$ cat src/sv/bpl_pkg.sv
// Shared types and constants for the bounded positional list.
// Used by bpl_ctrl, bpl_dp and bounded_positional_list_top; no dependencies.
package bpl_pkg;

  localparam int ACT_W  = 3;
  localparam int POS_W  = 5;
  localparam int DATA_W = 32;
  localparam int ST_W   = 2;

  // Request action codes
  typedef enum logic [ACT_W-1:0] {
    ACT_INS_FRONT = 3'd0,
    ACT_INS_BACK  = 3'd1,
    ACT_INS_POS   = 3'd2,
    ACT_DEL_FRONT = 3'd3,
    ACT_DEL_BACK  = 3'd4,
    ACT_DEL_POS   = 3'd5,
    ACT_DUMP      = 3'd6
  } action_t;

  // Result status codes
  typedef enum logic [ST_W-1:0] {
    ST_OK     = 2'd0,
    ST_EMPTY  = 2'd1,
    ST_BADPOS = 2'd2,
    ST_FULL   = 2'd3
  } status_t;

  // Kind of work an incoming request turns into
  typedef enum logic [1:0] {
    KIND_NONE,
    KIND_INSERT,
    KIND_DELETE,
    KIND_DUMP
  } kind_t;

  // Commands from the controller to the datapath
  typedef struct packed {
    logic accept;
    logic step;
    logic peek;
    logic ins_a;
    logic ins_b;
    logic del_b;
    logic dump;
  } cmd_t;

  // Status from the datapath to the controller
  typedef struct packed {
    kind_t kind;
    logic  walk_done;
  } stat_t;

endpackage

$ cat src/sv/bounded_positional_list_top.sv
// Bounded positional list: a circular linked list in a CAPACITY-entry store.
// Depends on bpl_pkg, bpl_ctrl and bpl_dp.
// An error result comes in the cycle after the request; an insert or delete hops k links
// (k up to CAPACITY-1), one link per cycle; a dump of N streams N results, one per cycle.
// A new request is taken only once busy has fallen after the last one.
// Results never stall. Synchronous reset empties the list; the stores are not cleared.
module bounded_positional_list_top #(
  parameter int CAPACITY = 16
) (
  input  logic                              clk,
  input  logic                              rst,
  input  logic                              start,
  output logic                              busy,
  input  logic [bpl_pkg::ACT_W-1:0]         action,
  input  logic [bpl_pkg::POS_W-1:0]         position,
  input  logic signed [bpl_pkg::DATA_W-1:0] value,
  output logic                              strobe,
  output logic [bpl_pkg::ST_W-1:0]          status,
  output logic signed [bpl_pkg::DATA_W-1:0] data_out,
  output logic                              last
);

  bpl_pkg::cmd_t  cmd;
  bpl_pkg::stat_t stat;

  // Sequence each request
  bpl_ctrl u_ctrl (
    .clk   (clk),
    .rst   (rst),
    .start (start),
    .stat  (stat),
    .cmd   (cmd),
    .busy  (busy)
  );

  // Hold the list and produce results
  bpl_dp #(
    .CAPACITY (CAPACITY)
  ) u_dp (
    .clk      (clk),
    .rst      (rst),
    .action   (action),
    .position (position),
    .value    (value),
    .cmd      (cmd),
    .stat     (stat),
    .strobe   (strobe),
    .status   (status),
    .data_out (data_out),
    .last     (last)
  );

endmodule

$ cat src/sv/bpl_ctrl.sv
// Controller state machine for the bounded positional list.
// Depends on bpl_pkg for the command and status structs.
module bpl_ctrl (
  input  logic           clk,
  input  logic           rst,
  input  logic           start,
  input  bpl_pkg::stat_t stat,
  output bpl_pkg::cmd_t  cmd,
  output logic           busy
);

  typedef enum logic [2:0] {
    S_IDLE,
    S_WALK,
    S_INS_A,
    S_INS_B,
    S_DEL_A,
    S_DEL_B,
    S_DUMP
  } state_t;

  state_t state;
  state_t state_next;
  logic   ins_mode;
  logic   ins_mode_next;
  logic   accept;

  assign accept = start && !busy;

  // Decode commands and next state
  always_comb begin
    cmd           = '0;
    state_next    = state;
    ins_mode_next = ins_mode;
    unique case (state)
      S_IDLE: begin
        cmd.accept = accept;
        if (accept) begin
          case (stat.kind)
            bpl_pkg::KIND_INSERT: begin
              state_next    = S_WALK;
              ins_mode_next = 1'b1;
            end
            bpl_pkg::KIND_DELETE: begin
              state_next    = S_WALK;
              ins_mode_next = 1'b0;
            end
            bpl_pkg::KIND_DUMP: state_next = S_DUMP;
            default:            state_next = S_IDLE;
          endcase
        end
      end
      S_WALK: begin
        if (stat.walk_done) begin
          state_next = ins_mode ? S_INS_A : S_DEL_A;
        end else begin
          cmd.step = 1'b1;
        end
      end
      S_INS_A: begin
        cmd.ins_a  = 1'b1;
        state_next = S_INS_B;
      end
      S_INS_B: begin
        cmd.ins_b  = 1'b1;
        state_next = S_IDLE;
      end
      S_DEL_A: begin
        cmd.peek   = 1'b1;
        state_next = S_DEL_B;
      end
      S_DEL_B: begin
        cmd.del_b  = 1'b1;
        state_next = S_IDLE;
      end
      S_DUMP: begin
        cmd.dump = 1'b1;
        if (stat.walk_done) begin
          state_next = S_IDLE;
        end else begin
          cmd.step = 1'b1;
        end
      end
      default: state_next = S_IDLE;
    endcase
  end

  // Hold state and registered busy
  always_ff @(posedge clk) begin
    if (rst) begin
      state    <= S_IDLE;
      ins_mode <= 1'b0;
      busy     <= 1'b0;
    end else begin
      state    <= state_next;
      ins_mode <= ins_mode_next;
      busy     <= (state_next != S_IDLE);
    end
  end

  // Checks
  a_ins_order: assert property (@(posedge clk) disable iff (rst)
    state == S_INS_B |-> $past(state) == S_INS_A)
    else $error("insert link fix without node write");

  a_del_order: assert property (@(posedge clk) disable iff (rst)
    state == S_DEL_B |-> $past(state) == S_DEL_A)
    else $error("delete unlink without victim fetch");

  a_cmd_excl: assert property (@(posedge clk) disable iff (rst)
    $onehot0({cmd.accept, cmd.peek, cmd.ins_a, cmd.ins_b, cmd.del_b, cmd.dump}))
    else $error("conflicting datapath commands");

  a_accept_busy: assert property (@(posedge clk) disable iff (rst)
    accept && stat.kind != bpl_pkg::KIND_NONE |=> busy)
    else $error("busy not raised after accepted request");

endmodule

$ cat src/sv/bpl_dp.sv
// Datapath for the bounded positional list: element and link memories,
// free map, front pointer, count, link walker and result registers.
// Depends on bpl_pkg for field widths, codes and the command/status structs.
module bpl_dp #(
  parameter int CAPACITY = 16
) (
  input  logic                              clk,
  input  logic                              rst,
  input  logic [bpl_pkg::ACT_W-1:0]         action,
  input  logic [bpl_pkg::POS_W-1:0]         position,
  input  logic signed [bpl_pkg::DATA_W-1:0] value,
  input  bpl_pkg::cmd_t                     cmd,
  output bpl_pkg::stat_t                    stat,
  output logic                              strobe,
  output logic [bpl_pkg::ST_W-1:0]          status,
  output logic signed [bpl_pkg::DATA_W-1:0] data_out,
  output logic                              last
);

  localparam int IW   = $clog2(CAPACITY);
  localparam int CW   = $clog2(CAPACITY + 1);
  localparam int CMPW = (CW > bpl_pkg::POS_W) ? CW : bpl_pkg::POS_W;

  // Storage
  logic [bpl_pkg::DATA_W-1:0] elem_mem [CAPACITY];
  logic [IW-1:0]              link_mem [CAPACITY];
  logic [CAPACITY-1:0]        free_map;
  logic [IW-1:0]              front;
  logic [CW-1:0]              count;

  // Walker and operation registers
  logic [IW-1:0]              cur;
  logic [IW-1:0]              victim;
  logic [CW-1:0]              remaining;
  logic [IW-1:0]              link_q;
  logic [bpl_pkg::DATA_W-1:0] elem_q;
  logic [bpl_pkg::DATA_W-1:0] word_q;
  logic [IW-1:0]              node_q;
  logic                       empty_q;
  logic                       pos0_q;
  logic                       single_q;

  // Result registers
  bpl_pkg::status_t           res_status;
  logic [bpl_pkg::DATA_W-1:0] res_data;
  logic                       res_last;

  // Request decode
  logic [CMPW-1:0]            cnt_w;
  logic [CMPW-1:0]            ep;
  logic [CMPW-1:0]            steps_w;
  logic                       err;
  bpl_pkg::status_t           err_status;
  bpl_pkg::kind_t             kind;
  logic [IW-1:0]              free_idx;
  logic [IW-1:0]              raddr;
  logic                       lwe;
  logic [IW-1:0]              lwaddr;
  logic [IW-1:0]              lwdata;

  assign cnt_w = CMPW'(count);

  // Check the request against count and capacity
  always_comb begin
    ep         = '0;
    err        = 1'b0;
    err_status = bpl_pkg::ST_OK;
    kind       = bpl_pkg::KIND_NONE;
    unique case (action)
      bpl_pkg::ACT_INS_FRONT, bpl_pkg::ACT_INS_BACK, bpl_pkg::ACT_INS_POS: begin
        if (action == bpl_pkg::ACT_INS_BACK) begin
          ep = cnt_w;
        end else if (action == bpl_pkg::ACT_INS_POS) begin
          ep = CMPW'(position);
        end
        if (ep > cnt_w) begin
          err        = 1'b1;
          err_status = bpl_pkg::ST_BADPOS;
        end else if (cnt_w == CMPW'(CAPACITY)) begin
          err        = 1'b1;
          err_status = bpl_pkg::ST_FULL;
        end else begin
          kind = bpl_pkg::KIND_INSERT;
        end
      end
      bpl_pkg::ACT_DEL_FRONT, bpl_pkg::ACT_DEL_BACK, bpl_pkg::ACT_DEL_POS: begin
        if (action == bpl_pkg::ACT_DEL_BACK) begin
          ep = cnt_w - CMPW'(1);
        end else if (action == bpl_pkg::ACT_DEL_POS) begin
          ep = CMPW'(position);
        end
        if (count == '0) begin
          err        = 1'b1;
          err_status = bpl_pkg::ST_EMPTY;
        end else if (ep >= cnt_w) begin
          err        = 1'b1;
          err_status = bpl_pkg::ST_BADPOS;
        end else begin
          kind = bpl_pkg::KIND_DELETE;
        end
      end
      bpl_pkg::ACT_DUMP: begin
        if (count == '0) begin
          err        = 1'b1;
          err_status = bpl_pkg::ST_EMPTY;
        end else begin
          kind = bpl_pkg::KIND_DUMP;
        end
      end
      default: kind = bpl_pkg::KIND_NONE;
    endcase
  end

  // Hops to the predecessor: the back for position zero or a dump, else position minus one
  always_comb begin
    if (count == '0) begin
      steps_w = '0;
    end else if (kind == bpl_pkg::KIND_DUMP || ep == '0) begin
      steps_w = cnt_w - CMPW'(1);
    end else begin
      steps_w = ep - CMPW'(1);
    end
  end

  // Find the lowest free entry
  always_comb begin
    free_idx = '0;
    for (int i = CAPACITY - 1; i >= 0; i--) begin
      if (free_map[i]) free_idx = IW'(i);
    end
  end

  assign stat.kind      = kind;
  assign stat.walk_done = (remaining == '0);

  // Read address: load the front, follow a link, or hold the cursor
  always_comb begin
    if (cmd.accept) begin
      raddr = front;
    end else if (cmd.step || cmd.peek) begin
      raddr = link_q;
    end else begin
      raddr = cur;
    end
  end

  // Link write port
  always_comb begin
    lwe    = 1'b0;
    lwaddr = cur;
    lwdata = link_q;
    if (cmd.ins_a) begin
      lwe    = 1'b1;
      lwaddr = node_q;
      lwdata = empty_q ? node_q : link_q;
    end else if (cmd.ins_b) begin
      lwe    = !empty_q;
      lwdata = node_q;
    end else if (cmd.del_b) begin
      lwe    = 1'b1;
    end
  end

  // Memories with registered reads
  always_ff @(posedge clk) begin
    if (lwe) link_mem[lwaddr] <= lwdata;
    if (cmd.ins_a) elem_mem[node_q] <= word_q;
    link_q <= link_mem[raddr];
    elem_q <= elem_mem[raddr];
  end

  // Latch the request and advance the walker
  always_ff @(posedge clk) begin
    if (rst) begin
      remaining <= '0;
    end else if (cmd.accept) begin
      remaining <= CW'(steps_w);
    end else if (cmd.step) begin
      remaining <= remaining - CW'(1);
    end
  end

  always_ff @(posedge clk) begin
    if (cmd.accept) begin
      cur      <= front;
      word_q   <= value;
      node_q   <= free_idx;
      empty_q  <= (count == '0);
      pos0_q   <= (ep == '0);
      single_q <= (count == CW'(1));
    end else if (cmd.step) begin
      cur <= link_q;
    end
    if (cmd.peek) victim <= link_q;
  end

  // Update front, count and free map
  always_ff @(posedge clk) begin
    if (rst) begin
      front    <= '0;
      count    <= '0;
      free_map <= '1;
    end else begin
      if (cmd.ins_a && (pos0_q || empty_q)) front <= node_q;
      if (cmd.ins_b) begin
        count            <= count + CW'(1);
        free_map[node_q] <= 1'b0;
      end
      if (cmd.del_b) begin
        count            <= count - CW'(1);
        free_map[victim] <= 1'b1;
        if (single_q) begin
          front <= '0;
        end else if (pos0_q) begin
          front <= link_q;
        end
      end
    end
  end

  // Drive one result per cycle when requested
  always_ff @(posedge clk) begin
    if (rst) begin
      strobe <= 1'b0;
    end else begin
      strobe <= (cmd.accept && err) || cmd.ins_b || cmd.del_b || cmd.dump;
    end
  end

  always_ff @(posedge clk) begin
    if (cmd.accept && err) begin
      res_status <= err_status;
      res_data   <= '0;
      res_last   <= 1'b1;
    end else if (cmd.ins_b) begin
      res_status <= bpl_pkg::ST_OK;
      res_data   <= '0;
      res_last   <= 1'b1;
    end else if (cmd.del_b) begin
      res_status <= bpl_pkg::ST_OK;
      res_data   <= elem_q;
      res_last   <= 1'b1;
    end else if (cmd.dump) begin
      res_status <= bpl_pkg::ST_OK;
      res_data   <= elem_q;
      res_last   <= (remaining == '0);
    end
  end

  assign status   = res_status;
  assign data_out = res_data;
  assign last     = res_last;

  // Checks
  a_count_bound: assert property (@(posedge clk) disable iff (rst)
    int'(count) <= CAPACITY)
    else $error("element count beyond capacity");

  a_free_count: assert property (@(posedge clk) disable iff (rst)
    $countones(free_map) == CAPACITY - int'(count))
    else $error("free map disagrees with element count");

  a_dump_burst: assert property (@(posedge clk) disable iff (rst)
    strobe && !last |=> strobe)
    else $error("result burst broken before last");

endmodule
$ cat config.mk
export PLATFORM = sky130hd
export DESIGN_NAME = bounded_positional_list_top
export DESIGN_NICKNAME = d
export VERILOG_FILES = /design/src/sv/bpl_pkg.sv /design/src/sv/bounded_positional_list_top.sv /design/src/sv/bpl_ctrl.sv /design/src/sv/bpl_dp.sv
export SDC_FILE = /design/constraint.sdc
export NUM_CORES = 1
export LEC_CHECK = 0
export BUFFER_PORTS_ARGS = -buffer_cell sky130_fd_sc_hd__buf_2
export CAP_MARGIN = 20
export CELL_PAD_IN_SITES_DETAIL_PLACEMENT = 0
export CELL_PAD_IN_SITES_GLOBAL_PLACEMENT = 1
export CORE_UTILIZATION = 30
export DETAILED_ROUTE_END_ITERATION = 10
export PLACE_DENSITY = 0.6
export SYNTH_ARGS = -nofsm -noshare
export SYNTH_HDL_FRONTEND = slang
export SYNTH_SLANG_ARGS = --single-unit
$ cat constraint.sdc
create_clock -name clk -period 6.9 [get_ports clk]
set_clock_uncertainty 0.1 [all_clocks]
set_input_delay 1.035 -clock clk [delete_from_list [all_inputs] [get_ports clk]]
set_output_delay 1.035 -clock clk [all_outputs]
set_load 0.005 [all_outputs]
==> results summary <==
The iteration-0 DRC count of the detailed router came out at around 1300. The run finished, with violations left. The critical path goes through inv_1, ha_1, nor3b_1, nand2_1, inv_1, nor3_1, a211oi_1, ha_1, a21oi_1, a21o_1, a32oi_1, nor2_1, ha_1, a22oi_1, o22a_1, nor2_1, or3_1. The number of nets produced by synthesis came out at between 1500 and 2000. The number of clock buffers added by TritonCTS is 79. The total buffers and inverters traversed by the critical path is 2. The length of the first detailed-routing pass in iterations is 8. The final instance area came out at between 0.03 and 0.04 mm2. The number of enable-type register cells in the synthesized netlist is roughly 630. On the critical path, the stage with the largest delay is an instance of sky130_fd_sc_hd__nor3b_1.

Setup repair after global routing left no endpoint under its margin. The number of routed nets with antenna violations is 0. The initial antenna violation count came out at 3. The total power is 14.0 mW.

The smallest clock period supported by the final layout is computed as about 4.4 ns. The detailed-routed wire length on met3 is between 3000 and 4000 um. The number of global-route vias before repair is 16200.

The initialized floorplan defines approximately 110 standard-cell rows. In this run, synthesis produced a sequential element count of 730. Of all flip-flops after synthesis, the portion carrying an async set or reset was 0%. The starting utilization of the core area is a little under a third. The dominant synthesized flop cell is sky130_fd_sc_hd__edfxtp_1. The switching share of total power is around a third. The residual overflow from global routing is 0. The area of the placeable core is just under 0.1 mm2. The post-synthesis to final-layout area growth is 14.7%.

By area the synthesized netlist is led by sky130_fd_sc_hd__edfxtp_1 64%, sky130_fd_sc_hd__mux2i_1 10%, sky130_fd_sc_hd__dfxtp_1 7.1%. The final-stage net count is about 2100. After detailed routing, the number of remaining DRC violations is 14.

The average via count per standard cell is between 4 and 5. The internal cell power came out at approximately 9.3 mW. The number of H-tree branching levels came out at 3.

Of the cells placed in the final design, the portion with a size suffix greater than 1 is approximately 16%. Clock-pin slew was measured on the worst setup and hold paths at roughly 0.060 ns. The max-capacitance violation count is 0.

The wire length of the first global-routing pass is 104000 um. The worst path setup slack after routing came out at 2.52 ns. The mean instance size in the synthesized netlist is 15.3 um2.

Entering global routing, the biggest net connects 142 pins. sky130_fd_sc_hd__edfxtp_1 takes more of the synthesized area than any other cell. The final-report hold violation count came out at 0. The final clock period utilization by the worst path came out at 63.5%. The CTS tree is built.

The sum of met2 wire segment lengths after detailed routing came out at approximately 35000 um. The highest layer used for signal routing is met5. The die extent in y came out at about 320 um. Global routing consumed, over all layers together, 14.1% of the routing resources. The total length of routed wires came out at 70500 um. The synthesized instance count is a little under 2000. The share of total power in sequential cells is between 40% and 50%.

Counting stages on the worst path, the most repeated cell is sky130_fd_sc_hd__ha_1. The wire length the detailed router placed on met1 came out at between 30000 and 40000 um. Input and output buffers added on the ports amount to 79. Broken down by cell family, the worst path's largest delay share belongs to simple AND/OR/NAND/NOR gates. The worst slew margin relative to its limit is between 30% and 40%. At the end of routability-driven placement, the weighted congestion stood at 0.763.

The number of max-slew violations in the final report is 0. Before CTS, the worst setup slack after placement is approximately 2.3 ns. The achievable clock frequency came out at ~0.23 GHz. Dividing the detail-routed wire length by the instance count gives roughly 21 um. The category of the worst setup path capture point is a flip-flop.

The maximum buffer depth of the clock tree came out at 3. The total of endpoints with negative setup slack in the final report came out at 0. Sequential cells were found to cover a little under three quarters of the synthesized design area. The biggest fanout along the worst timing path is 10. The Yosys warning count is 0. The data arrival time at the worst-slack endpoint is between 4 and 5 ns.

The die boundary width came out at 315 um. The logic gate share of total power came out at 30.5%. The slew of the pin with the lowest slew margin is 1.01 ns.

The clock sink count came out at 730. The total die area came out at ~0.099 mm2. Adding up every negative setup slack in the final design gives 0 ns. Post-CTS timing repair inserted 0 buffers for setup.

The number of vias in the routed layout is ~16000. The worst hold path belongs to the class reg -> reg. The critical path data required time came out at between 7 and 8 ns. The number of primary I/O pins is 80. The placed instances occupy a cell area of roughly 0.031 mm2.

The area fraction of the dominant cell type after synthesis came out at between 60% and 70%. Once detailed placement completed, the half-perimeter wirelength came to around 38000 um. In this run the clock root is driven by a sky130_fd_sc_hd__clkbuf_16. The critical setup path kind is reg -> reg. The post-cts sizing count is 0. The kind of launch point of the worst setup path is a flip-flop. The insertion delay to the later sink of the worst-skew pair came out at 0.62 ns. The checks that failed: DRC. Dividing total power by cell area gives a power density of around 410 mW/mm2. The switching power is ~4.6 mW.

The number of unique standard cell types used by synthesis is 71. The number of hold-repair buffers added at the cts stage came out at 0. The leakage power came out at between 10 and 15 nW.

The maximum vdd ir drop is between 300 and 400 uV. For this run, the slowest stage of the critical path takes between 0.5 and 0.6 ns. The clock network burns roughly 29% of the power. The cell area after synthesis came out at between 0.02 and 0.03 mm2.
-- power groups by stage --
stage               Sequential (mW)  Clock (mW)  Combinational (mW)
detailed placement             5.79           0                4.26
floorplan                      5.60           0                3.31
global route                   5.74        4.29                4.66
CTS                            5.70        4.12                4.27
finish                         5.70        4.01                4.26
global placement               5.77           0                4.22
-- final cells by class --
cell class                 count  area [um2]
timing repair buffer         113         728
tap                         1276        1600
sequential                   730       20900
clock inverter                39         293
inverter                      18        67.6
fill                        9206       63100
antenna                        1        2.50
clock buffer                 108        2180
multi-input combinational   1079        8020
-- placed cells by master, fill, tap and decap left out, types with 21 or more instances in the layout --
cell	netlist	layout
sky130_fd_sc_hd__edfxtp_1	625	625
sky130_fd_sc_hd__mux2i_1	295	294
sky130_fd_sc_hd__nand2_1	204	201
sky130_fd_sc_hd__dfxtp_1	105	105
sky130_fd_sc_hd__nor2_1	108	95
sky130_fd_sc_hd__o21ai_0	80	80
sky130_fd_sc_hd__clkbuf_16	0	80
sky130_fd_sc_hd__buf_2	27	79
sky130_fd_sc_hd__mux2_2	74	74
sky130_fd_sc_hd__a32oi_1	39	39
sky130_fd_sc_hd__o221ai_1	36	36
sky130_fd_sc_hd__buf_4	11	29
sky130_fd_sc_hd__a21oi_1	22	22
sky130_fd_sc_hd__clkbuf_1	37	21
-- sequential cells by signal, summed over array words and instances (netlist names), 2 cells and up --
name,cells
u_dp.elem_mem,512
u_dp.link_mem,64
u_dp.data_out,32
u_dp.elem_q,32
u_dp.word_q,32
u_dp.free_map,16
u_dp.cnt_w,5
u_dp.remaining,5
u_dp.cur,4
u_dp.front,4
u_dp.link_q,4
u_dp.node_q,4
u_dp.victim,4
u_ctrl.state,3
u_dp.status,2
-- worst register-to-register path, cell delays in order, from the launching register on --
cell	delay (ns)
sky130_fd_sc_hd__dfxtp_1	0.43
sky130_fd_sc_hd__inv_1	0.16
sky130_fd_sc_hd__ha_1	0.31
sky130_fd_sc_hd__nor3b_1	0.55
sky130_fd_sc_hd__nand2_1	0.21
sky130_fd_sc_hd__inv_1	0.20
sky130_fd_sc_hd__nor3_1	0.08
sky130_fd_sc_hd__a211oi_1	0.21
sky130_fd_sc_hd__ha_1	0.29
sky130_fd_sc_hd__a21oi_1	0.27
sky130_fd_sc_hd__a21o_1	0.17
sky130_fd_sc_hd__a32oi_1	0.06
sky130_fd_sc_hd__nor2_1	0.17
sky130_fd_sc_hd__ha_1	0.29
sky130_fd_sc_hd__a22oi_1	0.19
sky130_fd_sc_hd__o22a_1	0.16
sky130_fd_sc_hd__nor2_1	0.05
sky130_fd_sc_hd__or3_1	0.36
-- worst paths after layout --
path	from	endpoint	slack, ns	cells after the start
setup reg to reg	u_dp.cnt_w[0]	u_ctrl.busy	2.52	17
setup / recovery	u_dp.cnt_w[0]	u_ctrl.busy	2.52	17
hold / removal	u_dp.elem_q[13]	u_dp.data_out[13]	0.36	2
hold reg to reg	u_dp.elem_q[13]	u_dp.data_out[13]	0.36	2
-- synthesized netlist by cell type (all sizes together), types with 6 or more instances --
master	count
mux2i	295
dfxtp	105
nand3	15
ha	18
clkbuf	37
xnor2	6
nor2b	12
buf	64
a21o	7
o21ai	85
a21oi	22
o221ai	36
edfxtp	625
a31oi	6
a211oi	8
nand2b	11
or2	7
nor2	111
o21a	8
nor3	20
nand2	204
mux2	82
a32oi	39
inv	18
a221o	16
nand3b	6
-- cells by family after synthesis --
kind of cell / Yosys count / synth area share [%]
fa+ha+maj: 20 / 0.834
simple gates: 413 / 6.18
mux: 377 / 13.2
compound gates: 260 / 6.23
buf+inv: 119 / 2.36
xor+xnor: 9 / 0.268
flops: 730 / 70.9
-- per-layer routing --
| layer | global-route usage, % | vias to the layer above |
|---|---|---|
| met5 | 0 | - |
| li1 | - | 7583 |
| met4 | 4.70 | 4 |
| met2 | 24.1 | 369 |
| met1 | 18.2 | 8123 |
| met3 | 1.99 | 95 |
-- metrics by stage --
stage | hold WS, ns | utilization [%] | std cells
final | 0.362 | 34.9 | 3364
after global routing | 0.380 | 34.8 | 3363
after CTS | 0.364 | 34.8 | 3361
after detailed placement | 0.350 | 32.2 | 3214
after global placement | 0.344 | 32.2 | 3214
after floorplan | 0.337 | - | 1928
Power figures use the tool's default switching activity.
